File: config.mk
export PLATFORM = sky130hd
export DESIGN_NAME = pairwise_coclustering_counter
export DESIGN_NICKNAME = d
export VERILOG_FILES = /design/src/pcc_pkg.sv /design/src/pairwise_coclustering_counter.sv /design/src/pcc_lane.sv /design/src/pcc_divider.sv
export SDC_FILE = /design/constraint.sdc
export NUM_CORES = 1
export LEC_CHECK = 0
export BUFFER_PORTS_ARGS = -buffer_cell sky130_fd_sc_hd__buf_2
export CORE_ASPECT_RATIO = 0.75
export CORE_MARGIN = 4
export CORE_UTILIZATION = 45
export DETAILED_ROUTE_END_ITERATION = 8
export PLACE_DENSITY = 0.66
export REMOVE_ABC_BUFFERS = 1
export SYNTH_ARGS = -nofsm -noshare
export SYNTH_HDL_FRONTEND = slang
export SYNTH_SLANG_ARGS = --single-unit
File: constraint.sdc
create_clock -name clk_i -period 4 [get_ports clk_i]
set_input_delay 0.6 -clock clk_i [delete_from_list [all_inputs] [get_ports clk_i]]
set_output_delay 0.6 -clock clk_i [all_outputs]
set_load 0.03 [all_outputs]
File: src/pcc_pkg.sv
// ----------------------------------------------------------------------------
// pcc_pkg
// shared types and constants of the pairwise co-clustering counter
// ----------------------------------------------------------------------------
package pcc_pkg;

  localparam int unsigned KIND_BITS   = 2;
  localparam int unsigned LABELS_W    = 64;
  localparam int unsigned INDEX_BITS  = 3;
  localparam int unsigned OUT_CNT_W   = 16;
  localparam int unsigned SIM_BITS    = 16;
  localparam int unsigned FRAC_BITS   = 15;
  localparam int unsigned STEP_BITS   = 4;

  localparam logic [KIND_BITS-1:0] KIND_ADD   = 2'd0;
  localparam logic [KIND_BITS-1:0] KIND_READ  = 2'd1;
  localparam logic [KIND_BITS-1:0] KIND_CLEAR = 2'd2;

  typedef enum logic [1:0] {
    ST_IDLE,
    ST_DIV,
    ST_HOLD
  } state_e;

  typedef struct packed {
    logic add;
    logic clear;
  } lane_ctrl_t;

  typedef struct packed {
    logic busy;
    logic done;
  } div_stat_t;

endpackage

File: src/pairwise_coclustering_counter.sv
// ----------------------------------------------------------------------------
// pairwise_coclustering_counter
// add and clear transactions update the lane counts and the sample total; a read
// starts the 15-step iterative divider behind the per-pair lanes, and the next
// transaction is taken only once its result is loaded into the output register
// reset clears all pair counts, the sample total and the overflow flag at once
// ----------------------------------------------------------------------------
module pairwise_coclustering_counter #(
  parameter int unsigned ITEMS      = 8,
  parameter int unsigned LABEL_BITS = 8,
  parameter int unsigned COUNT_BITS = 16
) (
  input  logic                               clk_i,
  input  logic                               rst_ni,
  input  logic                               in_valid_i,
  output logic                               in_stall_o,
  input  logic [pcc_pkg::KIND_BITS-1:0]      kind_i,
  input  logic [pcc_pkg::LABELS_W-1:0]       labels_i,
  input  logic [pcc_pkg::INDEX_BITS-1:0]     row_index_i,
  input  logic [pcc_pkg::INDEX_BITS-1:0]     col_index_i,
  output logic                               out_valid_o,
  input  logic                               out_stall_i,
  output logic [pcc_pkg::OUT_CNT_W-1:0]      pair_count_o,
  output logic [pcc_pkg::SIM_BITS-1:0]       similarity_o,
  output logic                               samples_dropped_o
);

  localparam int unsigned PAIRS = ITEMS * (ITEMS - 1) / 2;
  localparam int unsigned LAB_W = ITEMS * LABEL_BITS;
  localparam int unsigned IDX_W = pcc_pkg::INDEX_BITS + 1;

  pcc_pkg::state_e     state_q, state_d;
  pcc_pkg::lane_ctrl_t lane_ctrl;
  pcc_pkg::div_stat_t  div_stat;

  logic                              in_acc;
  logic                              add_acc;
  logic                              read_acc;
  logic                              clear_acc;
  logic                              full;
  logic                              out_free;
  logic                              load_out;
  logic [COUNT_BITS-1:0]             total_q, total_d;
  logic                              ovf_q, ovf_d;
  logic [LAB_W+pcc_pkg::LABELS_W-1:0] labels_wide;
  logic [LAB_W-1:0]                  labels_ext;
  logic [COUNT_BITS-1:0]             pair_cnt [PAIRS];
  logic [COUNT_BITS-1:0]             pick [PAIRS];
  logic [COUNT_BITS-1:0]             pick_or;
  logic [pcc_pkg::INDEX_BITS-1:0]    rd_lo, rd_hi;
  logic                              in_range;
  logic [COUNT_BITS-1:0]             sel_count;
  logic [COUNT_BITS-1:0]             rd_count_q;
  logic                              rd_drop_q;
  logic [COUNT_BITS+pcc_pkg::OUT_CNT_W-1:0] count_wide;
  logic [pcc_pkg::SIM_BITS-1:0]      quot;
  logic                              out_valid_q;
  logic [pcc_pkg::OUT_CNT_W-1:0]     pair_count_q;
  logic [pcc_pkg::SIM_BITS-1:0]      similarity_q;
  logic                              dropped_q;

  assign in_acc    = in_valid_i && !in_stall_o;
  assign full      = (total_q == {COUNT_BITS{1'b1}});
  assign add_acc   = in_acc && (kind_i == pcc_pkg::KIND_ADD);
  assign read_acc  = in_acc && (kind_i == pcc_pkg::KIND_READ);
  assign clear_acc = in_acc && (kind_i == pcc_pkg::KIND_CLEAR);
  assign out_free  = !out_valid_q || !out_stall_i;

  // label unpacking, bits beyond the field read as zero
  assign labels_wide = {{LAB_W{1'b0}}, labels_i};
  assign labels_ext  = labels_wide[LAB_W-1:0];

  assign lane_ctrl.add   = add_acc && !full;
  assign lane_ctrl.clear = clear_acc;

  assign rd_lo = (row_index_i < col_index_i) ? row_index_i : col_index_i;
  assign rd_hi = (row_index_i < col_index_i) ? col_index_i : row_index_i;

  for (genvar gi = 0; gi < ITEMS - 1; gi++) begin : g_row
    for (genvar gj = gi + 1; gj < ITEMS; gj++) begin : g_col
      localparam int unsigned P = gi * ITEMS - gi * (gi + 1) / 2 + (gj - gi - 1);

      pcc_lane #(
        .LABEL_BITS (LABEL_BITS),
        .COUNT_BITS (COUNT_BITS)
      ) u_lane (
        .clk_i     (clk_i),
        .rst_ni    (rst_ni),
        .ctrl_i    (lane_ctrl),
        .label_a_i (labels_ext[gi*LABEL_BITS +: LABEL_BITS]),
        .label_b_i (labels_ext[gj*LABEL_BITS +: LABEL_BITS]),
        .count_o   (pair_cnt[P])
      );

      assign pick[P] = ((rd_lo == pcc_pkg::INDEX_BITS'(gi)) &&
                        (rd_hi == pcc_pkg::INDEX_BITS'(gj))) ? pair_cnt[P] : '0;
    end
  end

  // merge of the lane counts for a read
  always_comb begin
    pick_or = '0;
    for (int p = 0; p < PAIRS; p++) begin
      pick_or = pick_or | pick[p];
    end
  end

  assign in_range = ({1'b0, row_index_i} < IDX_W'(ITEMS)) &&
                    ({1'b0, col_index_i} < IDX_W'(ITEMS));

  always_comb begin
    if (!in_range) begin
      sel_count = '0;
    end else if (row_index_i == col_index_i) begin
      sel_count = total_q;
    end else begin
      sel_count = pick_or;
    end
  end

  // sample total and overflow flag
  always_comb begin
    total_d = total_q;
    ovf_d   = ovf_q;
    if (clear_acc) begin
      total_d = '0;
      ovf_d   = 1'b0;
    end else if (add_acc) begin
      if (full) begin
        ovf_d = 1'b1;
      end else begin
        total_d = total_q + COUNT_BITS'(1);
      end
    end
  end

  pcc_divider #(
    .COUNT_BITS (COUNT_BITS)
  ) u_divider (
    .clk_i      (clk_i),
    .rst_ni     (rst_ni),
    .start_i    (read_acc),
    .dividend_i (sel_count),
    .divisor_i  (total_q),
    .stat_o     (div_stat),
    .quot_o     (quot)
  );

  always_comb begin
    state_d = state_q;
    unique case (state_q)
      pcc_pkg::ST_IDLE: begin
        if (read_acc) begin
          state_d = pcc_pkg::ST_DIV;
        end
      end
      pcc_pkg::ST_DIV: begin
        if (div_stat.done) begin
          state_d = out_free ? pcc_pkg::ST_IDLE : pcc_pkg::ST_HOLD;
        end
      end
      pcc_pkg::ST_HOLD: begin
        if (out_free) begin
          state_d = pcc_pkg::ST_IDLE;
        end
      end
      default: begin
        state_d = pcc_pkg::ST_IDLE;
      end
    endcase
  end

  always_comb begin
    in_stall_o = 1'b1;
    load_out   = 1'b0;
    unique case (state_q)
      pcc_pkg::ST_IDLE: begin
        in_stall_o = 1'b0;
      end
      pcc_pkg::ST_DIV: begin
        load_out = div_stat.done && out_free;
      end
      pcc_pkg::ST_HOLD: begin
        load_out = out_free;
      end
      default: begin
        in_stall_o = 1'b1;
      end
    endcase
  end

  assign count_wide = {{pcc_pkg::OUT_CNT_W{1'b0}}, rd_count_q};

  always_ff @(posedge clk_i or negedge rst_ni) begin
    if (!rst_ni) begin
      state_q     <= pcc_pkg::ST_IDLE;
      total_q     <= '0;
      ovf_q       <= 1'b0;
      out_valid_q <= 1'b0;
    end else begin
      state_q <= state_d;
      total_q <= total_d;
      ovf_q   <= ovf_d;
      if (load_out) begin
        out_valid_q <= 1'b1;
      end else if (!out_stall_i) begin
        out_valid_q <= 1'b0;
      end
    end
  end

  always_ff @(posedge clk_i) begin
    if (read_acc) begin
      rd_count_q <= sel_count;
      rd_drop_q  <= ovf_q;
    end
    if (load_out) begin
      pair_count_q <= count_wide[pcc_pkg::OUT_CNT_W-1:0];
      similarity_q <= quot;
      dropped_q    <= rd_drop_q;
    end
  end

  assign out_valid_o       = out_valid_q;
  assign pair_count_o      = pair_count_q;
  assign similarity_o      = similarity_q;
  assign samples_dropped_o = dropped_q;

endmodule

File: src/pcc_lane.sv
// ----------------------------------------------------------------------------
// pcc_lane
// one pair lane: label compare and co-clustering count register
// ----------------------------------------------------------------------------
module pcc_lane #(
  parameter int unsigned LABEL_BITS = 8,
  parameter int unsigned COUNT_BITS = 16
) (
  input  logic                   clk_i,
  input  logic                   rst_ni,
  input  pcc_pkg::lane_ctrl_t    ctrl_i,
  input  logic [LABEL_BITS-1:0]  label_a_i,
  input  logic [LABEL_BITS-1:0]  label_b_i,
  output logic [COUNT_BITS-1:0]  count_o
);

  logic [COUNT_BITS-1:0] count_q, count_d;

  always_comb begin
    count_d = count_q;
    if (ctrl_i.clear) begin
      count_d = '0;
    end else if (ctrl_i.add && (label_a_i == label_b_i)) begin
      count_d = count_q + COUNT_BITS'(1);
    end
  end

  always_ff @(posedge clk_i or negedge rst_ni) begin
    if (!rst_ni) begin
      count_q <= '0;
    end else begin
      count_q <= count_d;
    end
  end

  assign count_o = count_q;

endmodule

File: src/pcc_divider.sv
// ----------------------------------------------------------------------------
// pcc_divider
// iterative restoring divider, one quotient bit per cycle, Q1.15 result
// ----------------------------------------------------------------------------
module pcc_divider #(
  parameter int unsigned COUNT_BITS = 16
) (
  input  logic                           clk_i,
  input  logic                           rst_ni,
  input  logic                           start_i,
  input  logic [COUNT_BITS-1:0]          dividend_i,
  input  logic [COUNT_BITS-1:0]          divisor_i,
  output pcc_pkg::div_stat_t             stat_o,
  output logic [pcc_pkg::SIM_BITS-1:0]   quot_o
);

  logic                            busy_q, busy_d;
  logic                            done_q, done_d;
  logic [pcc_pkg::STEP_BITS-1:0]   cnt_q, cnt_d;
  logic [COUNT_BITS-1:0]           rem_q, rem_d;
  logic [COUNT_BITS-1:0]           div_q, div_d;
  logic [pcc_pkg::SIM_BITS-1:0]    quot_q, quot_d;
  logic                            zero_q, zero_d;
  logic [COUNT_BITS:0]             rem_dbl;
  logic [COUNT_BITS:0]             rem_sub;
  logic                            fits;
  logic                            top_bit;

  always_comb begin
    rem_dbl = {rem_q, 1'b0};
    rem_sub = rem_dbl - {1'b0, div_q};
    fits    = (rem_dbl >= {1'b0, div_q});
    top_bit = (dividend_i >= divisor_i);
    busy_d  = busy_q;
    done_d  = 1'b0;
    cnt_d   = cnt_q;
    rem_d   = rem_q;
    div_d   = div_q;
    quot_d  = quot_q;
    zero_d  = zero_q;
    if (start_i) begin
      busy_d = 1'b1;
      cnt_d  = pcc_pkg::STEP_BITS'(pcc_pkg::FRAC_BITS);
      rem_d  = top_bit ? (dividend_i - divisor_i) : dividend_i;
      div_d  = divisor_i;
      quot_d = pcc_pkg::SIM_BITS'(top_bit);
      zero_d = (divisor_i == '0);
    end else if (busy_q) begin
      rem_d  = fits ? rem_sub[COUNT_BITS-1:0] : rem_dbl[COUNT_BITS-1:0];
      quot_d = {quot_q[pcc_pkg::SIM_BITS-2:0], fits};
      cnt_d  = cnt_q - pcc_pkg::STEP_BITS'(1);
      if (cnt_q == pcc_pkg::STEP_BITS'(1)) begin
        busy_d = 1'b0;
        done_d = 1'b1;
      end
    end
  end

  always_ff @(posedge clk_i or negedge rst_ni) begin
    if (!rst_ni) begin
      busy_q <= 1'b0;
      done_q <= 1'b0;
      cnt_q  <= '0;
    end else begin
      busy_q <= busy_d;
      done_q <= done_d;
      cnt_q  <= cnt_d;
    end
  end

  always_ff @(posedge clk_i) begin
    rem_q  <= rem_d;
    div_q  <= div_d;
    quot_q <= quot_d;
    zero_q <= zero_d;
  end

  assign stat_o.busy = busy_q;
  assign stat_o.done = done_q;
  assign quot_o      = zero_q ? '0 : quot_q;

endmodule

==> results of run 1 <==
-- power groups by stage --
stage / Sequential, mW / Clock, mW / Combinational, mW
after global routing: 6.47 / 6.32 / 4.26
after detailed placement: 6.55 / 0 / 3.27
after global placement: 6.54 / 0 / 3.24
after floorplan: 6.51 / 0 / 1.95
final: 6.45 / 5.98 / 3.95
after CTS: 6.44 / 6.07 / 3.58
-- cells in the final DEF (no fill, tap or decap), drive strengths merged, types with 84 or more instances in the layout --
cell type	instances
dfrtp	474
xnor2	254
xor2	341
nand2	294
nor2	450
inv	124
nand4	134
o21ai	125
nand3	249
buf	636
a21oi	124
edfxtp	84
-- path summary, 6_finish.rpt --
check / startpoint / endpoint / depth (start not counted)
worst min register to register: rd_count_q[11]$_DFFE_PP_ / pair_count_o[11]$_DFFE_PP_ / 0
worst min-delay path: rst_ni / g_row[0].g_col[3].u_lane.count_o[5]$_DFFE_PN0P_ / 1
worst max-delay path: col_index_i[2] / u_divider.rem_q[11]$_DFFE_PP_ / 24
worst max register to register: g_row[3].g_col[7].u_lane.count_o[0]$_DFFE_PN0P_ / u_divider.rem_q[11]$_DFFE_PP_ / 20
max in group asynchronous: rst_ni / g_row[0].g_col[7].u_lane.count_o[4]$_DFFE_PN0P_ / 2
min in group clk_i: out_stall_i / out_valid_o$_DFFE_PN0P_ / 3
-- layer usage --
metal  track usage (%)  vias to the layer above
li1                  -                    13900
met1              46.6                    14900
met2              41.4                     1452
met3              7.35                      191
met4              7.22                        2
met5                 0                        -
-- layout make-up --
class | count | area, sq um
Fill cell | 6502 | 31900
Tap cell | 968 | 1210
Sequential cell | 573 | 14700
Clock buffer | 83 | 1720
Timing Repair Buffer | 636 | 4900
Clock inverter | 28 | 370
Multi-Input combinational cell | 2757 | 18500
Inverter | 123 | 467
-- worst max-delay path, stage by stage --
cell	delay (ns)
buf_8	0.11
inv_4	0.06
ha_4	0.21
or3b_4	0.44
nand3_4	0.15
buf_12	0.13
buf_6	0.10
mux2i_4	0.08
a222oi_1	0.52
a21boi_2	0.24
nand4_1	0.13
o32a_1	0.42
buf_6	0.15
fa_2	0.36
a211oi_2	0.24
o211ai_1	0.13
buf_4	0.16
a31oi_4	0.18
nor2b_2	0.06
o21ai_2	0.17
a211o_4	0.26
buf_6	0.16
mux2i_1	0.20
mux2i_1	0.10
-- logic make-up after synthesis --
family	Yosys count	share of synthesized area, %
XOR/XNOR	595	15.5
multiplexers	65	1.96
flip-flops	573	43.7
buffers and inverters	316	3.63
AND/OR/NAND/NOR	1467	21.0
AO/OA/AOI/OAI	556	11.4
adder cells (fa/ha/maj)	74	2.80
-- flip-flops by register name, summed over array words and instances, names as in the netlist, 2 cells and up --
signal / cells
g_row.g_col.u_lane.count_o: 448
pair_count_o: 16
rd_count_q: 16
similarity_o: 16
state_q: 2
total_q: 16
u_divider.cnt_q: 4
u_divider.div_q: 16
u_divider.quot_q: 16
u_divider.rem_q: 16
-- through the flow --
step / worst slack [ns] / hold WS [ns] / area [sq um] / TNS (ns) / power (mW)
after floorplan: -7.11 / 0.304 / 32900 / -2320.90 / 8.46
after global placement: -2.22 / 0.405 / 38400 / -37.89 / 9.78
after detailed placement: -2.30 / 0.405 / 38400 / -39.44 / 9.82
after CTS: -0.767 / 0.0543 / 41300 / -12.28 / 16.1
after global routing: -1.05 / 0.0596 / 41800 / -17.17 / 17.1
final: -1.01 / 0.0149 / 41800 / -16.28 / 16.4
-- timing repair --
action	CTS	global route
setup endpoints to repair	17	17
pin swaps	53	49
resized for setup	112	73
gates cloned	2	0
setup buffers	34	21
hold buffers	0	0
==> results.cfg, run 1 <==
[route]
drt_drc_violations_left = 0
highest_layer = met5
detail_route.first_pass.iterations = 7
ant_nets = 0
detail_route.wl_per_cell_um = 23.4
route.final.wire_length_um = 121000
routed-wl-met2_um = 48300
detailroute.via_count = 30400
routedLengthMet1_um = 56100
drt-vias-per-instance = 5.89
drt_iter0_drc = 3672
met3RoutedLength_um = 13300

[timing]
measured_slew_at_the_worst_slew_check_pin_ns = 1.15
finalWorstPathRequiredPeriod_ns = 5.01
period_share_pct = 125
drv_slew = 0
unrepaired_setup_endpoints_after_global_routing = true
relSlewSlack_pct = 22.6
fin_ws_ns = -1.01
clock-skew-final_ns = 0.0359
setup_viol_count_final = 17
finalHoldViolCount = 0
max_freq_mhz = 200

[clock_tree]
cts_htree_levels = 2
worstSkewPairLatency_ns = 0.66
max-clock-path-buffers = 3
cts.clk_slew.worst_paths_ns = 0.06
clkSinkCount = 573
cts-buffers-inserted = 59
tritoncts_clock_tree = yes
cts.root.buffer_cell = clkbuf_16

[floorplan]
std_cell_rows = 86
fp.coreArea_sq_um = 73700
ios = 111
fp.dieH_um = 245
die_x_um = 324
die_area_sq_um = 79200
initial_utilization_pct = 45.6

[placed_design]
gp_routability_congestion = 1.02
dp.final_hpwl_um = 92800
port_buffers = 110
dp.cells = 5002

[global_route]
number_of_global_route_vias_before_repair = 28300
maximum_number_of_pins_on_one_net_before_global_route_repair = 127
grt_antenna_before_repair = 1
wire_length_of_the_first_global_routing_pass_um = 180000
track_usage_pct = 29.9
grt_overflow = 0

[logic_synthesis]
ys_ff_latch = 573
synthMostInstantiatedCell = dfrtp_1
syn-cell-area_sq_um = 33600
netlist_instances = 3646
synth-main-ff-cell = dfrtp_1
yosysWarnings = 0
synth_area_leaders = dfrtp_1, xor2_1, edfxtp_1
synthDistinctLibCells = 82
synth.yosys.seq_area_share_pct = 43.7
post_synth_most_frequent_cells = dfrtp_1, nor2_1, xor2_1
synthesis.area_per_instance_sq_um = 9.22
async_reset_ff_share_pct = 82.7
synth_largest_type_area_fraction_pct = 35.3
synth_enable_flop_cells = 84
synth_largest_area_cell = dfrtp_1

[final_layout]
post_route_cells_drive_above_1_share_pct = 20.3
layout-area-overhead-vs-synth_pct = 24.4
antenna_cells = 0
final_instance_count_excl_fillers = 5168
finish.net_count = 4300
post-route-util_pct = 56.8

[job]
max_cap_violations = 0

[setup_path]
end_kind = flop
critPathLaunchType = input port
worst_ep_required_time_ns = 4.38
worstPathMaxFanout = 7
path_class = in2reg
worst-r2r-setup-slack_ns = -0.54
worstPathArrival_ns = 5.39

[pwr]
netSwitchingFraction_pct = 29.4
comb_power_share_pct = 24.1
power.density_nw_per_um2 = 392
power.share.clock_pct = 36.5
p_switching_mw = 4.82
irDropWorstVdd_mv = 0.323
seq_power_share_pct = 39.4
power_report.internal_total_mw = 11.6
leakage_power_total_nw = 18.7

[run_status]
failed_checks = negative setup slack
run_status = finished, violations left

[hold_path]
min-delay-path-class = in2async
(Power assumes the default switching activity.)
==> run 2: changes to the inputs <==
Settings changed: CELL_PAD_IN_SITES_DETAIL_PLACEMENT set to 0, CELL_PAD_IN_SITES_GLOBAL_PLACEMENT set to 1, PLACE_DENSITY 0.66 to 0.81.
==> results.cfg, run 2 (synthesized netlist as in run 1, its figures left out) <==
[pwr]
leakage_power_total_nw = 18.5
comb_power_share_pct = 22.5
seq_power_share_pct = 40.7
power_report.internal_total_mw = 11.2
power.density_nw_per_um2 = 385
irDropWorstVdd_mv = 0.349
netSwitchingFraction_pct = 29.5
power.share.clock_pct = 36.8
power_mw = 15.8
p_switching_mw = 4.67

[floorplan]
initial_utilization_pct = 45.6
die_area_sq_um = 79200
die_x_um = 324
std_cell_rows = 86
fp.coreArea_sq_um = 73700
fp.dieH_um = 245
ios = 111

[setup_path]
worstPathArrival_ns = 5.27
critPathLaunchType = input port
worst_ep_required_time_ns = 4.41
crit_family = compound AO/OA/AOI/OAI gates
path_class = in2reg
cpMostUsedCell = buf_6
worst_path_max_delay_cell = or3b_4
critical-path-max-stage-delay_ns = 0.43
worstPathMaxFanout = 9
cell_by_cell_trace_of_the_critical_path = buf_6, inv_4, ha_4, or3b_4, nand4_1, a21boi_2, buf_6, buf_4, buf_6, a222oi_1, nand3_1, a2111oi_2, buf_4, a32oi_2, ha_1, nand2_2, nor2_2, a31oi_2, nor2b_1, o21ai_2, a211o_4, buf_12, a311o_1
end_kind = flop
timing.critical_path.buf_inv = 7

[final_layout]
max_reg_flops = 448
finish.net_count = 4270
most_common_cell_after_layout_fill_and_taps_aside = dfrtp_1
final_instance_count_excl_fillers = 5139
layout_common_cells = dfrtp_1, buf_4, nor2_1, xor2_1, nand2_1
layout-area-overhead-vs-synth_pct = 22.5
post_route_cells_drive_above_1_share_pct = 19.3

[timing]
unrepaired_setup_endpoints_after_global_routing = true
finalWorstPathRequiredPeriod_ns = 4.86
period_share_pct = 122
finalHoldViolCount = 0
drv_slew = 0
setup_viol_count_final = 17
measured_slew_at_the_worst_slew_check_pin_ns = 1.10
clock-skew-final_ns = 0.0366
max_freq_mhz = 206
relSlewSlack_pct = 26.7
fin_ws_ns = -0.861

[placed_design]
gp_routability_congestion = 1.02
port_buffers = 110
dp.final_hpwl_um = 94100
dp.cells = 5012

[global_route]
grt_antenna_before_repair = 2
track_usage_pct = 30.2
grt_overflow = 0
maximum_number_of_pins_on_one_net_before_global_route_repair = 101
number_of_global_route_vias_before_repair = 27900
wire_length_of_the_first_global_routing_pass_um = 181000

[hold_path]
min-delay-path-class = in2async

[run_status]
run_status = finished, violations left
failed_checks = negative setup slack

[route]
drt-vias-per-instance = 5.87
detail_route.first_pass.iterations = 7
drt_drc_violations_left = 0
detail_route.wl_per_cell_um = 23.6
route.final.wire_length_um = 121000
drt_iter0_drc = 3784
ant_nets = 0
detailroute.via_count = 30200

[clock_tree]
cts_htree_levels = 2
worstSkewPairLatency_ns = 0.66
cts-buffers-inserted = 59
cts.root.buffer_cell = clkbuf_16
cts_hold_buffers = 0
clkSinkCount = 573
max-clock-path-buffers = 3
cts.clk_slew.worst_paths_ns = 0.07
tritoncts_clock_tree = yes

[job]
max_cap_violations = 0
-- run 2: changes by cell type in the layout (fill, tap and decap cells not counted), moves of 4 or more --
cell,delta
ha_4,-4
buf_6,-9
buf_12,-8
buf_4,-12
mux2i_1,+4
mux2i_4,-4
-- run 2: area by class of cell --
| cell class | instances | area [sq um] |
|---|---|---|
| Antenna cell | 2 | 5.00 |
| Clock buffer | 76 | 1630 |
| Clock inverter | 34 | 403 |
| Fill cell | 6623 | 32500 |
| Inverter | 123 | 469 |
| Multi-Input combinational cell | 2757 | 18200 |
| Sequential cell | 573 | 14700 |
| Tap cell | 968 | 1210 |
| Timing Repair Buffer | 606 | 4550 |
-- run 2: metrics by stage --
stage	setup slack, ns	hold WS, ns	TNS (ns)	util, %	area (sq um)
2_1_floorplan	-7.11	0.304	-2320.90	-	32900
3_3_place_gp	-2.20	0.402	-36.50	52.2	38400
3_5_place_dp	-2.34	0.405	-39.56	52.2	38400
4_1_cts	-0.730	0.0598	-11.59	55.5	40900
5_1_grt	-0.961	0.101	-15.64	55.9	41200
6_report	-0.861	0.0371	-13.64	55.9	41200
-- run 2: worst register-to-register path, delay by kind of cell, from the launching register on --
kind / cells / cell delay [ns]
AO/OA/AOI/OAI: 10 / 2.60
buffers and inverters: 3 / 0.29
flip-flops: 1 / 0.40
AND/OR/NAND/NOR: 3 / 0.33
adder cells (fa/ha/maj): 2 / 0.52
-- run 2: per-layer routing --
layer	up-vias	wire, um	global-route usage (%)
li1	13900	-	-
met1	14700	55900	46.7
met2	1375	48500	42.1
met3	176	13600	7.85
met4	2	2950	6.97
met5	-	13	0
-- run 2: path summary, 6_finish.rpt --
path                                                            startpoint  slack, ns  cells past startpoint                                               end
max                                                         row_index_i[2]      -0.86                     23                      u_divider.rem_q[2]$_DFFE_PP_
min                                                                 rst_ni       0.04                      1  g_row[1].g_col[5].u_lane.count_o[12]$_DFFE_PN0P_
max reg2reg                g_row[3].g_col[7].u_lane.count_o[0]$_DFFE_PN0P_      -0.36                     18                      u_divider.rem_q[3]$_DFFE_PP_
min reg2reg                                        rd_count_q[4]$_DFFE_PP_       0.42                      0                         pair_count_o[4]$_DFFE_PP_
max in group asynchronous                                           rst_ni       2.97                      2   g_row[0].g_col[5].u_lane.count_o[2]$_DFFE_PN0P_
min in group clk_i                                             out_stall_i       0.22                      3                           out_valid_o$_DFFE_PN0P_
-- run 2: power groups by stage --
stage | Combinational [mW] | Clock (mW) | Sequential [mW]
after floorplan | 1.95 | 0 | 6.51
after global placement | 3.24 | 0 | 6.55
after detailed placement | 3.26 | 0 | 6.56
after CTS | 3.42 | 5.92 | 6.45
after global routing | 3.89 | 6.15 | 6.48
final | 3.56 | 5.83 | 6.45
-- run 2: what timing repair did --
action | 4_1_cts | 5_1_grt
gates resized for setup | 89 | 49
pin swaps | 39 | 44
cloned | 1 | 0
buffers inserted | 9 | 6
setup endpoints to repair | 17 | 17
